File: src/rtl/sts_pkg.sv
// shared types, character codes and helper functions for the signature token scanner
`timescale 1ns / 1ps

package sts_pkg;

  // number width and derived widths
  localparam int VALUE_BITS = 32;
  localparam int ACC_W      = VALUE_BITS;
  localparam int SPAN_W     = VALUE_BITS - 1;
  localparam int PROD_W     = VALUE_BITS + 4;
  localparam int EXT_W      = (VALUE_BITS > 32) ? VALUE_BITS : 32;

  // port payload widths
  localparam int CH_W    = 8;
  localparam int VAL_W   = 32;
  localparam int KIND_W  = 3;
  localparam int TDATA_W = 56;

  // character codes
  localparam logic [CH_W-1:0] CH_ZERO  = 8'h30;
  localparam logic [CH_W-1:0] CH_NINE  = 8'h39;
  localparam logic [CH_W-1:0] CH_MINUS = 8'h2D;
  localparam logic [CH_W-1:0] CH_UNDER = 8'h5F;
  localparam logic [CH_W-1:0] CH_LA    = 8'h61;
  localparam logic [CH_W-1:0] CH_LZ    = 8'h7A;
  localparam logic [CH_W-1:0] CH_UA    = 8'h41;
  localparam logic [CH_W-1:0] CH_UZ    = 8'h5A;
  localparam logic [CH_W-1:0] CH_ESC   = 8'h21;

  // scanner phases
  typedef enum logic [2:0] {
    PH_TAG,
    PH_FIRST,
    PH_NUM,
    PH_SPAN,
    PH_ERR
  } phase_t;

  // result kinds
  typedef enum logic [KIND_W-1:0] {
    K_INT   = 3'd0,
    K_HDR   = 3'd1,
    K_SBYTE = 3'd2,
    K_END   = 3'd3,
    K_ERR   = 3'd4
  } kind_t;

  // one result item without its run marker
  typedef struct packed {
    kind_t            kind;
    logic [CH_W-1:0]  tag;
    logic [VAL_W-1:0] value;
    logic [CH_W-1:0]  span_byte;
    logic             span_done;
  } res_t;

  // all results caused by one input byte
  typedef struct packed {
    logic two;
    res_t r0;
    res_t r1;
  } bundle_t;

  function automatic logic is_int_tag(input logic [CH_W-1:0] c);
    return (c == CH_UNDER) || ((c >= CH_LA) && (c <= CH_LZ));
  endfunction

  function automatic logic is_span_tag(input logic [CH_W-1:0] c);
    return (c >= CH_UA) && (c <= CH_UZ);
  endfunction

  function automatic logic is_digit(input logic [CH_W-1:0] c);
    return (c >= CH_ZERO) && (c <= CH_NINE);
  endfunction

  // two's complement value of a magnitude and sign, cut to the port width
  function automatic logic [VAL_W-1:0] signed_val(input logic [ACC_W-1:0] acc,
                                                  input logic neg);
    logic [EXT_W-1:0] e;
    e = EXT_W'(acc);
    if (neg) begin
      e = EXT_W'(0) - e;
    end
    return e[VAL_W-1:0];
  endfunction

  function automatic res_t mk_res(input kind_t kind, input logic [CH_W-1:0] tag,
                                  input logic [VAL_W-1:0] value,
                                  input logic [CH_W-1:0] sb, input logic done);
    res_t r;
    r.kind      = kind;
    r.tag       = tag;
    r.value     = value;
    r.span_byte = sb;
    r.span_done = done;
    return r;
  endfunction

endpackage

File: src/rtl/signature_token_scanner.sv
// top level of the signature token scanner: input register, scanner and result queue
`timescale 1ns / 1ps

// Scans a signature one byte per request and emits integer tokens, span
// headers, span bytes, an end token or one sticky error. A byte is taken
// into an input register, worked on by the scanner once the queue has room,
// and its results land in a two-entry queue, so the first result of a byte
// passes the input register and a queue entry before it appears. The input
// takes one byte per cycle as long as the output is drained; the output port
// moves one result per cycle while out_tready is high, so a byte that causes
// two results (a number closing on the last byte, an integer followed by a
// bad tag, a token followed by the end or an error) holds the output longer
// and the queue absorbs it. out_tlast marks the final result caused by one
// input byte; out_tuser carries the result kind.
module signature_token_scanner (
  input  logic        clk,
  input  logic        rst_n,
  input  logic        in_tvalid,
  output logic        in_tready,
  input  logic [7:0]  in_tdata,   // [7:0] ch
  input  logic        in_tlast,
  output logic        out_tvalid,
  input  logic        out_tready,
  output logic [55:0] out_tdata,  // [7:0] tag, [39:8] value, [47:40] span_byte,
                                  // [48] span_done, [55:49] zero
  output logic [2:0]  out_tuser,  // [2:0] kind
  output logic        out_tlast
);

  logic                       in_valid_r, in_valid_nxt;
  logic [sts_pkg::CH_W-1:0]   in_ch_r;
  logic                       in_last_r;
  logic                       in_acc;
  logic                       advance;
  logic                       q_room;
  logic                       core_push;
  sts_pkg::bundle_t           core_bundle;
  sts_pkg::res_t              q_res;
  logic                       q_last;

  // input register
  always_comb begin
    advance      = in_valid_r && q_room;
    in_tready    = !in_valid_r || advance;
    in_acc       = in_tvalid && in_tready;
    in_valid_nxt = in_acc ? 1'b1 : (advance ? 1'b0 : in_valid_r);
  end

  always_ff @(posedge clk) begin
    if (!rst_n) begin
      in_valid_r <= 1'b0;
    end else begin
      in_valid_r <= in_valid_nxt;
    end
  end

  always_ff @(posedge clk) begin
    if (in_acc) begin
      in_ch_r   <= in_tdata;
      in_last_r <= in_tlast;
    end
  end

  // scanner
  sts_core u_core (
    .clk    (clk),
    .rst_n  (rst_n),
    .step   (advance),
    .ch     (in_ch_r),
    .last   (in_last_r),
    .push   (core_push),
    .bundle (core_bundle)
  );

  // result queue
  sts_outq u_outq (
    .clk       (clk),
    .rst_n     (rst_n),
    .push      (core_push),
    .push_data (core_bundle),
    .room      (q_room),
    .out_valid (out_tvalid),
    .out_ready (out_tready),
    .out_res   (q_res),
    .out_last  (q_last)
  );

  // output packing
  always_comb begin
    out_tdata = {7'd0, q_res.span_done, q_res.span_byte, q_res.value, q_res.tag};
    out_tuser = q_res.kind;
    out_tlast = q_last;
  end

`ifndef ASSERT_OFF
  // the scanner only produces results when the queue has space for them
  assert property (@(posedge clk) disable iff (!rst_n) core_push |-> q_room)
    else $error("result pushed into a full queue");

  // a stalled byte stays in the input register
  assert property (@(posedge clk) disable iff (!rst_n)
                   (in_valid_r && !advance) |=> in_valid_r)
    else $error("stalled input byte lost");

  // the second result of a byte follows the first
  assert property (@(posedge clk) disable iff (!rst_n)
                   (out_tvalid && !out_tlast) |=> out_tvalid)
    else $error("second result of a byte missing");
`endif

endmodule

File: src/rtl/sts_core.sv
// token scanner state and per-byte step logic
`timescale 1ns / 1ps

module sts_core (
  input  logic                      clk,
  input  logic                      rst_n,
  input  logic                      step,
  input  logic [sts_pkg::CH_W-1:0]  ch,
  input  logic                      last,
  output logic                      push,
  output sts_pkg::bundle_t          bundle
);

  sts_pkg::phase_t                   phase_r, phase_nxt;
  logic [sts_pkg::CH_W-1:0]          tag_r, tag_nxt;
  logic [sts_pkg::ACC_W-1:0]         acc_r, acc_nxt;
  logic                              neg_r, neg_nxt;
  logic                              seen_r, seen_nxt;
  logic                              ovf_r, ovf_nxt;
  logic [sts_pkg::SPAN_W-1:0]        left_r, left_nxt;

  logic [sts_pkg::PROD_W-1:0]        prod;
  logic [sts_pkg::PROD_W-1:0]        lim;
  logic                              dig_big;
  logic                              dig_ovf;
  logic [sts_pkg::ACC_W-1:0]         dig_acc;
  logic [sts_pkg::SPAN_W-1:0]        span;
  logic                              at_end;
  logic [1:0]                        n;
  sts_pkg::res_t                     r0;
  sts_pkg::res_t                     r1;

  // next decimal digit: accum * 10 + d, checked against the signed range
  always_comb begin
    prod = (sts_pkg::PROD_W'(acc_r) << 3) + (sts_pkg::PROD_W'(acc_r) << 1)
         + sts_pkg::PROD_W'(ch[3:0]);
    lim  = {5'd0, {(sts_pkg::VALUE_BITS-1){1'b1}}} + sts_pkg::PROD_W'(neg_r);
    dig_big = prod > lim;
    dig_ovf = ovf_r || dig_big;
    dig_acc = dig_ovf ? acc_r : prod[sts_pkg::ACC_W-1:0];
  end

  // step logic: results and next state for one byte
  always_comb begin
    phase_nxt = phase_r;
    tag_nxt   = tag_r;
    acc_nxt   = acc_r;
    neg_nxt   = neg_r;
    seen_nxt  = seen_r;
    ovf_nxt   = ovf_r;
    left_nxt  = left_r;
    span      = '0;
    at_end    = 1'b0;
    n         = 2'd0;
    r0        = '0;
    r1        = '0;
    if (step) begin
      case (phase_r)
        sts_pkg::PH_TAG: begin
          tag_nxt  = ch;
          acc_nxt  = '0;
          neg_nxt  = 1'b0;
          seen_nxt = 1'b0;
          ovf_nxt  = 1'b0;
          left_nxt = '0;
          if (!(sts_pkg::is_int_tag(ch) || sts_pkg::is_span_tag(ch)) || last) begin
            phase_nxt = sts_pkg::PH_ERR;
            r0 = sts_pkg::mk_res(sts_pkg::K_ERR, ch, '0, '0, 1'b0);
            n  = 2'd1;
          end else begin
            phase_nxt = sts_pkg::PH_FIRST;
          end
        end
        sts_pkg::PH_FIRST: begin
          if (sts_pkg::is_digit(ch)) begin
            seen_nxt  = 1'b1;
            ovf_nxt   = dig_ovf;
            acc_nxt   = dig_acc;
            phase_nxt = sts_pkg::PH_NUM;
            at_end    = last;
          end else if (ch == sts_pkg::CH_MINUS) begin
            neg_nxt   = 1'b1;
            phase_nxt = sts_pkg::PH_NUM;
            at_end    = last;
          end else begin
            phase_nxt = sts_pkg::PH_ERR;
            r0 = sts_pkg::mk_res(sts_pkg::K_ERR, tag_r, '0, '0, 1'b0);
            n  = 2'd1;
          end
        end
        sts_pkg::PH_NUM: begin
          if (sts_pkg::is_digit(ch)) begin
            seen_nxt = 1'b1;
            ovf_nxt  = dig_ovf;
            acc_nxt  = dig_acc;
            at_end   = last;
          end else if (!seen_r || ovf_r) begin
            // missing number or overflow
            phase_nxt = sts_pkg::PH_ERR;
            r0 = sts_pkg::mk_res(sts_pkg::K_ERR, tag_r, '0, '0, 1'b0);
            n  = 2'd1;
          end else if (sts_pkg::is_int_tag(tag_r)) begin
            // integer ends at the next tag, which starts a new token
            r0 = sts_pkg::mk_res(sts_pkg::K_INT, tag_r,
                                 sts_pkg::signed_val(acc_r, neg_r), '0, 1'b0);
            n  = 2'd1;
            tag_nxt  = ch;
            acc_nxt  = '0;
            neg_nxt  = 1'b0;
            seen_nxt = 1'b0;
            ovf_nxt  = 1'b0;
            left_nxt = '0;
            if (!(sts_pkg::is_int_tag(ch) || sts_pkg::is_span_tag(ch)) || last) begin
              phase_nxt = sts_pkg::PH_ERR;
              r1 = sts_pkg::mk_res(sts_pkg::K_ERR, ch, '0, '0, 1'b0);
              n  = 2'd2;
            end else begin
              phase_nxt = sts_pkg::PH_FIRST;
            end
          end else if (neg_r || (acc_r == '0) || (ch != sts_pkg::CH_ESC)) begin
            // bad span length or missing escape byte
            phase_nxt = sts_pkg::PH_ERR;
            r0 = sts_pkg::mk_res(sts_pkg::K_ERR, tag_r, '0, '0, 1'b0);
            n  = 2'd1;
          end else begin
            // span header, escape byte dropped
            span     = acc_r[sts_pkg::SPAN_W-1:0] - sts_pkg::SPAN_W'(1);
            left_nxt = span;
            r0 = sts_pkg::mk_res(sts_pkg::K_HDR, tag_r,
                                 sts_pkg::VAL_W'(sts_pkg::EXT_W'(span)), '0,
                                 span == '0);
            n  = 2'd1;
            if (span == '0) begin
              phase_nxt = sts_pkg::PH_TAG;
              if (last) begin
                r1 = sts_pkg::mk_res(sts_pkg::K_END, '0, '0, '0, 1'b0);
                n  = 2'd2;
              end
            end else begin
              phase_nxt = sts_pkg::PH_SPAN;
              if (last) begin
                phase_nxt = sts_pkg::PH_ERR;
                r1 = sts_pkg::mk_res(sts_pkg::K_ERR, tag_r, '0, '0, 1'b0);
                n  = 2'd2;
              end
            end
          end
        end
        sts_pkg::PH_SPAN: begin
          span     = (left_r == '0) ? '0 : left_r - sts_pkg::SPAN_W'(1);
          left_nxt = span;
          r0 = sts_pkg::mk_res(sts_pkg::K_SBYTE, tag_r, '0, ch, span == '0);
          n  = 2'd1;
          if (span == '0) begin
            phase_nxt = sts_pkg::PH_TAG;
            if (last) begin
              r1 = sts_pkg::mk_res(sts_pkg::K_END, '0, '0, '0, 1'b0);
              n  = 2'd2;
            end
          end else if (last) begin
            phase_nxt = sts_pkg::PH_ERR;
            r1 = sts_pkg::mk_res(sts_pkg::K_ERR, tag_r, '0, '0, 1'b0);
            n  = 2'd2;
          end
        end
        default: begin
        end
      endcase

      // number closed by the end of the signature
      if (at_end) begin
        if (sts_pkg::is_int_tag(tag_r) && seen_nxt && !ovf_nxt) begin
          r0 = sts_pkg::mk_res(sts_pkg::K_INT, tag_r,
                               sts_pkg::signed_val(acc_nxt, neg_nxt), '0, 1'b0);
          r1 = sts_pkg::mk_res(sts_pkg::K_END, '0, '0, '0, 1'b0);
          n  = 2'd2;
          phase_nxt = sts_pkg::PH_TAG;
        end else begin
          r0 = sts_pkg::mk_res(sts_pkg::K_ERR, tag_r, '0, '0, 1'b0);
          n  = 2'd1;
          phase_nxt = sts_pkg::PH_ERR;
        end
      end

      // rearm after the last byte
      if (last) begin
        phase_nxt = sts_pkg::PH_TAG;
        tag_nxt   = '0;
        acc_nxt   = '0;
        neg_nxt   = 1'b0;
        seen_nxt  = 1'b0;
        ovf_nxt   = 1'b0;
        left_nxt  = '0;
      end
    end
  end

  // result bundle toward the queue
  always_comb begin
    push       = step && (n != 2'd0);
    bundle.two = (n == 2'd2);
    bundle.r0  = r0;
    bundle.r1  = r1;
  end

  // scanner state
  always_ff @(posedge clk) begin
    if (!rst_n) begin
      phase_r <= sts_pkg::PH_TAG;
      tag_r   <= '0;
      acc_r   <= '0;
      neg_r   <= 1'b0;
      seen_r  <= 1'b0;
      ovf_r   <= 1'b0;
      left_r  <= '0;
    end else begin
      phase_r <= phase_nxt;
      tag_r   <= tag_nxt;
      acc_r   <= acc_nxt;
      neg_r   <= neg_nxt;
      seen_r  <= seen_nxt;
      ovf_r   <= ovf_nxt;
      left_r  <= left_nxt;
    end
  end

endmodule

File: src/rtl/sts_outq.sv
// two-entry result queue that sends each byte's results one per cycle while out_ready is high
`timescale 1ns / 1ps

module sts_outq (
  input  logic             clk,
  input  logic             rst_n,
  input  logic             push,
  input  sts_pkg::bundle_t push_data,
  output logic             room,
  output logic             out_valid,
  input  logic             out_ready,
  output sts_pkg::res_t    out_res,
  output logic             out_last
);

  sts_pkg::bundle_t mem_r [2];
  logic             wr_ptr_r, wr_ptr_nxt;
  logic             rd_ptr_r, rd_ptr_nxt;
  logic [1:0]       cnt_r, cnt_nxt;
  logic             sub_r, sub_nxt;
  sts_pkg::bundle_t head;
  logic             beat;
  logic             pop;

  // head entry and the result it shows now
  always_comb begin
    head      = mem_r[rd_ptr_r];
    out_valid = (cnt_r != 2'd0);
    out_res   = sub_r ? head.r1 : head.r0;
    out_last  = !head.two || sub_r;
    room      = (cnt_r != 2'd2);
    beat      = out_valid && out_ready;
    pop       = beat && out_last;
  end

  // pointer and count update
  always_comb begin
    wr_ptr_nxt = push ? !wr_ptr_r : wr_ptr_r;
    rd_ptr_nxt = pop ? !rd_ptr_r : rd_ptr_r;
    cnt_nxt    = cnt_r + {1'b0, push} - {1'b0, pop};
    sub_nxt    = beat ? !out_last : sub_r;
  end

  always_ff @(posedge clk) begin
    if (!rst_n) begin
      wr_ptr_r <= 1'b0;
      rd_ptr_r <= 1'b0;
      cnt_r    <= 2'd0;
      sub_r    <= 1'b0;
    end else begin
      wr_ptr_r <= wr_ptr_nxt;
      rd_ptr_r <= rd_ptr_nxt;
      cnt_r    <= cnt_nxt;
      sub_r    <= sub_nxt;
    end
  end

  // result storage
  always_ff @(posedge clk) begin
    if (push) begin
      mem_r[wr_ptr_r] <= push_data;
    end
  end

endmodule
File: config.mk
export PLATFORM = sky130hd
export DESIGN_NAME = signature_token_scanner
export DESIGN_NICKNAME = d
export VERILOG_FILES = /design/src/rtl/sts_pkg.sv /design/src/rtl/signature_token_scanner.sv /design/src/rtl/sts_core.sv /design/src/rtl/sts_outq.sv
export SDC_FILE = /design/constraint.sdc
export NUM_CORES = 1
export LEC_CHECK = 0
export BUFFER_PORTS_ARGS = -buffer_cell sky130_fd_sc_hd__buf_2
export CORE_ASPECT_RATIO = 0.5
export CORE_MARGIN = 8
export CORE_UTILIZATION = 50
export CTS_BUF_LIST = sky130_fd_sc_hd__clkbuf_8
export DETAILED_ROUTE_END_ITERATION = 16
export PLACE_DENSITY_LB_ADDON = 0.3
export SETUP_SLACK_MARGIN = 0.4
export SLEW_MARGIN = 20
export SYNTH_ARGS = -nofsm -noshare
export SYNTH_HDL_FRONTEND = slang
export SYNTH_HIERARCHICAL = 1
export SYNTH_SLANG_ARGS = --single-unit
export TNS_END_PERCENT = 30
File: constraint.sdc
create_clock -name clk -period 9.45 [get_ports clk]
set_input_delay 1.89 -clock clk [delete_from_list [all_inputs] [get_ports clk]]
set_output_delay 1.89 -clock clk [all_outputs]
set_load 0.01 [all_outputs]
### Word-level counts from Yosys, hierarchy flattened

Memory sizes are Yosys's and may differ from the RTL's. A register that Yosys moved wholly into a read port is not among the register bits.
Cells that the tools add are included.

* memories kept: 1
* register bits: 92
* output and inout port bits: 62
* logic and storage cells: 196
* input bits: 13
* bits in writable memories: 210

Memory list
* u_outq.mem_r: words 2, width 105, rd ports 1, clocked after memory_dff 1, wr ports 1, line sts_outq.sv:16 `sts_pkg::bundle_t mem_r [2];`

* equality and inequality tests: 15
* reduce and logical (&&, ||, !) cells: 43
* order comparisons: 9
* $add $sub $neg: 9
* mux-type cells: 105

Operators by type and width (number)
* 52-bit two-way mux: 21
* 32-bit two-way mux: 9
* 52-bit one-hot mux with 4 select lines: 1
* 31-bit two-way mux: 6
* 52-bit one-hot mux with 2 select lines: 1
* 32-bit one-hot mux with 3 select lines: 1
* 31-bit logical NOT: 3
* 31-bit one-hot mux with 3 select lines: 1
* 1-bit by 32-bit subtractor with 32-bit output (first input constant): 2
* 31-bit by 1-bit subtractor with 31-bit output (second input constant): 2
* 51-bit two-way mux: 1
* 35-bit by 33-bit adder with 36-bit output: 1
* 36-bit by 4-bit adder with 36-bit output: 1
* 36-bit > comparator: 1
* 3-bit two-way mux: 11
* 31-bit by 1-bit adder with 32-bit output (first input constant): 1
* 32-bit logical NOT: 1
* 8-bit two-way mux: 4
* 1-bit two-way mux: 31
* 8-bit by 7-bit greater-or-equal comparator with 1-bit output (second input constant): 3
* 8-bit by 7-bit <= comparator with 1-bit output (second input constant): 3
* 2-bit two-way mux: 11
* 8-bit by 7-bit equality test with 1-bit output (second input constant): 2
* 8-bit one-hot mux with 2 select lines: 1
* 28 further kinds: 62

### Logic depth before layout (Yosys ltp)

* depth in word-level cells: 17
* mapped depth: 30
* mapped depth without buffers: 26

### By module

The synthesis kept the hierarchy.

Modules (own cells, without submodules)
* sts_core: area each 11661.2 um2, times used 1, cells each 1698
* sts_outq: area each 8079.0 um2, times used 1, cells each 306
* signature_token_scanner: area each 391.6 um2, times used 1, cells each 23

### Worst setup path before layout

OpenSTA, ideal clock, no wires.

* path type: flip-flop to flip-flop
* from: register u_core/acc_r[0] (netlist name)
* to: memory u_outq/mem_r[0][0] (netlist name) (enable)
* period minus slack after synthesis: 8554 ps
* stages on the path, launching flop included: 15
* arrival time: 7971 ps
* buffers on the path: 1
* setup slack: 896 ps
* required time: 8867 ps
* path through: dfxtp_1 inv_1 ha_1 nor3b_1 nand2_1 nor4b_2 nand3_1 o41a_1 clkbuf_1 a21oi_1 o21ai_0 a21oi_1 o21ai_0 nand2_1 nor2b_1

* word-level cells in the longest chain between the ends: 16
* elaborated cells between the ends (all ways): 25
* classes of those cells: 2 x add/sub; 1 x order compare; 14 x mux; 8 x reduce/logical

RTL lines
* start: declaration: line sts_core.sv:16 `logic [sts_pkg::ACC_W-1:0] acc_r, acc_nxt;`
* start signal: assignment: line sts_core.sv:219 `acc_r <= acc_nxt;`
* 35-bit by 33-bit adder with 36-bit output: line sts_core.sv:35 `prod = (sts_pkg::PROD_W'(acc_r) << 3) + (sts_pkg::PROD_W'(acc_r) << 1)`
* 36-bit by 4-bit adder with 36-bit output: line sts_core.sv:36 `+ sts_pkg::PROD_W'(ch[3:0]);`
* 36-bit > comparator: line sts_core.sv:38 `dig_big = prod > lim;`
* 1-bit logical OR: line sts_core.sv:39 `dig_ovf = ovf_r || dig_big;`
* 1-bit two-way mux, on equally long branches: line sts_core.sv:92, sts_core.sv:75
* 1-bit one-hot mux with 3 select lines: line sts_core.sv:58 `case (phase_r)`
* 1-bit two-way mux: line sts_core.sv:57 `if (step) begin`
* 1-bit logical NOT: line sts_core.sv:172 `if (sts_pkg::is_int_tag(tag_r) && seen_nxt && !ovf_nxt) begin`
* 1-bit logical AND: line sts_core.sv:172
* 2-bit two-way mux: line sts_core.sv:172
* 2-bit two-way mux (*): line sts_core.sv:171 `if (at_end) begin`
* 2-bit two-way mux (*): line sts_core.sv:57
* 2-bit nonzero test (*): line sts_core.sv:200 `push = step && (n != 2'd0);`
* 1-bit logical AND (*): line sts_core.sv:200
* net core_push: line signature_token_scanner.sv:36 `logic core_push;`
* 1-bit two-way mux (*): line sts_outq.sv:60 `if (push) begin`
* 1-bit two-way mux (implied by the code) (*): line sts_outq.sv:61 `mem_r[wr_ptr_r] <= push_data;`
* end: declaration: line sts_outq.sv:16

Mark *: on every way through the listed nets, which the timed path passes. The rest lies on a longest branch. The select of a mux whose other input is x is not followed.

==> results.py <==
metrics = {
    "critical_path": {
        "path_buf_inv": 1,
        "cp.depth": 25,
        "cp_data_required_time_ps": 9790,
        "cp_slowest_stage_delay_ps": 600,
        "critPathKind": "reg -> reg",
        "reg2reg_depth": 25,
        "timing.rr.start": "in_ch_r[3]$_DFFE_PP_",
        "reg2reg_slack_ps": 1220,
        "critPathLaunch": "in_ch_r[3]$_DFFE_PP_",
        "critical_path.top_delay_family": "compound AO/OA/AOI/OAI gates",
        "arrival_ps": 8580,
        "crit-reg2reg-capture": "u_outq/mem_r[1][91]$_DFFE_PP_",
        "critPathSlowestCell": "fa_1",
        "worstSetupEndpoint": "u_outq/mem_r[1][91]$_DFFE_PP_",
        "start_kind": "flip-flop",
        "end_kind": "flip-flop",
        "crit_fanout": 23,
    },
    "grt": {
        "antenna_found_initial": 1,
        "grt_max_degree": 86,
        "grt_pass1_wl_um": 90700,
        "grt-ovfl-total": 0,
        "gr-usage-all-layers": 0.243,
        "grt_pass1_vias": 15200,
    },
    "layout": {
        "final_common_cell": "edfxtp_1",
        "mostFrequentLayoutCells": "edfxtp_1, nor2_1, a21oi_1",
        "seq_area_um2": 8260,
        "area_growth_syn_to_layout_pct": 6.23,
        "multi_input_area_um2": 11000,
        "nets": 2124,
        "nFillCells": 3602,
        "layout-drive-gt1-share": 0.0915,
    },
    "clock_network": {
        "clockRootBuffer": "clkbuf_8",
        "numCtsBuffers": 46,
        "cts_buffer_depth": 3,
        "cts_hold_buf": 0,
        "post_cts_buffers": 0,
        "post_cts_resized": 0,
        "cts_num_sinks": 303,
        "cts_tree": "built",
        "h-tree-depth": 2,
        "worstSkewPairLatency_ps": 610,
        "clkTransAtPathRegs_ps": 60,
    },
    "synthesis": {
        "ys.flop_type": "edfxtp_1",
        "synth-async-reset-ratio": 0,
        "syn_area_per_cell_um2": 9.93,
        "yosysUniqueCellTypes": 97,
        "syn_inst": 2027,
        "synth-seq-cells": 303,
        "synth_edf_count": 219,
        "synth_top_area_cell": "edfxtp_1",
        "yosysTopAreaCellShare": 0.327,
        "synth_warnings": 6,
        "synth_area_um2": 20100,
        "ys_seq_area_frac": 0.410,
        "synth.area.top_cells": "edfxtp_1, dfxtp_1, mux4_1, ha_1, a21oi_1",
    },
    "timing": {
        "rsz0062_at_grt": "no",
        "setup_ws_ps": 1220,
        "setup_viol": 0,
        "finalMaxSlewViolations": 0,
        "tns_ps": 0,
        "min_period_ps": 8230,
        "slew_headroom": 0.216,
        "finalHoldViolCount": 0,
        "worst_pin_slew_ps": 1170,
        "clock.fmax_ghz": 0.121,
        "timing.final.crit_share": 0.871,
        "finalClockSkew_ps": 16.1,
    },
    "die": {
        "core_um2": 40100,
        "ios": 75,
        "die_area_um2": 47300,
        "start_util": 0.502,
        "die_y_um": 158,
        "rows": 52,
        "die_w_um": 300,
    },
    "placement": {
        "dpl.hpwl_um": 42800,
        "portBuffers": 67,
        "gp_congestion": 1.02,
        "dp_slack_ps": 1360,
    },
    "detailed_routing": {
        "drc": 0,
        "wl_per_cell_um": 23.1,
        "drtPass1Iterations": 6,
        "ant_nets": 0,
        "wirelength_um": 59700,
        "via_per_inst": 6.43,
        "vias": 16600,
        "dr.first_iter.drc_count": 2101,
    },
    "run": {
        "cap_violations": 0,
    },
    "run_status": {
        "status": "completed",
    },
    "power": {
        "ir_drop_mv": 0.0760,
        "pwr_density_cell_nw_per_um2": 142,
        "leakage_nw": 8.05,
    },
    "hold_path": {
        "hold_path.class": "reg -> reg",
    },
}
## worst min path at each step
| stage | endpoint | startpoint | cells after the start | slack, ps |
|---|---|---|---|---|
| 2_1_floorplan | flip-flop | u_outq/rd_ptr_r$_SDFFE_PN0P_ | 2 | 450 |
| 3_3_place_gp | u_outq/rd_ptr_r$_SDFFE_PN0P_ | u_outq/rd_ptr_r$_SDFFE_PN0P_ | 2 | 460 |
| 3_5_place_dp | u_outq/rd_ptr_r$_SDFFE_PN0P_ | u_outq/rd_ptr_r$_SDFFE_PN0P_ | 2 | 480 |
| 4_1_cts | u_outq/rd_ptr_r$_SDFFE_PN0P_ | u_outq/rd_ptr_r$_SDFFE_PN0P_ | 2 | 490 |
| 5_1_grt | u_outq/rd_ptr_r$_SDFFE_PN0P_ | u_outq/rd_ptr_r$_SDFFE_PN0P_ | 2 | 510 |
| 6_report | u_outq/rd_ptr_r$_SDFFE_PN0P_ | u_outq/rd_ptr_r$_SDFFE_PN0P_ | 2 | 490 |
## flip-flops by register name, summed over array words and instances, names as in the netlist, named ones only
name,flops
u_outq/wr_ptr_r,1
u_core/tag_r,8
u_core/ovf_r,1
u_outq/cnt_r,2
u_core/seen_r,1
u_core/left_r,31
u_outq/sub_r,1
u_core/neg_r,1
u_outq/rd_ptr_r,1
in_last_r,1
u_core/phase_r,3
u_outq/mem_r,210
in_ch_r,8
in_valid_r,1
u_core/acc_r,32
## worst min-delay path, stage by stage (launching register included)
cell	delay, ps
dfxtp_1	310
nand2_1	70
mux2i_1	60
## routing by layer
layer  part of all wire  track usage
met2               0.43        0.368
met1               0.45        0.351
met3              0.099       0.0534
met4              0.023       0.0614
met5                  0            0
## layout make-up
type,count,area share
inverter,31,0.00544
antenna,1,0.000117
clock inverter,35,0.00784
sequential,303,0.386
timing repair buffer,91,0.0241
multi-input combinational,1535,0.513
clock buffer,49,0.0315
tap,540,0.0316
## synth_stat cells, drive strengths merged (16+ instances only)
cell type	count
a21boi	21
a21o	16
a21oi	147
a22oi	53
a31oi	16
and2	36
buf	77
clkbuf	127
dfxtp	84
edfxtp	219
ha	101
inv	30
mux4	52
nand2	130
nand3	34
nand4	27
nor2	170
nor2b	62
nor3	61
nor4	25
o21a	22
o21ai	131
o22ai	30
o31ai	16
or3	18
xnor2	51
xor2	48
## kinds of logic (layout without fill, tap and decap cells)
group           Yosys count  after routing  synth area share
compound gates          579            579             0.189
xor+xnor                 99             99            0.0431
fa+ha+maj               103            103            0.0648
buf+inv                 235            206            0.0562
flops                   303            303             0.410
mux                      63             63            0.0736
other cells               2             49          0.000373
simple gates            643            643             0.162
## report_power, final
group	total, mW	leakage [nW]	switching [mW]	internal [mW]
Clock	1.00	0.505	0.519	0.485
Sequential	1.55	2.66	0.0335	1.51
Combinational	0.493	4.88	0.297	0.195
Total	3.04	8.05	0.850	2.19
## stage by stage
stage / area (um2) / util / hold WS, ps / power [mW] / cells
floorplan: 20300 / - / 452 / 1.92 / 2073
global placement: 20500 / 0.512 / 459 / 2.06 / 2500
detailed placement: 20500 / 0.512 / 485 / 2.07 / 2500
CTS: 21400 / 0.533 / 494 / 3.06 / 2584
global route: 21400 / 0.534 / 512 / 3.17 / 2584
finish: 21400 / 0.534 / 489 / 3.04 / 2585
Power figures use the tool's default switching activity.
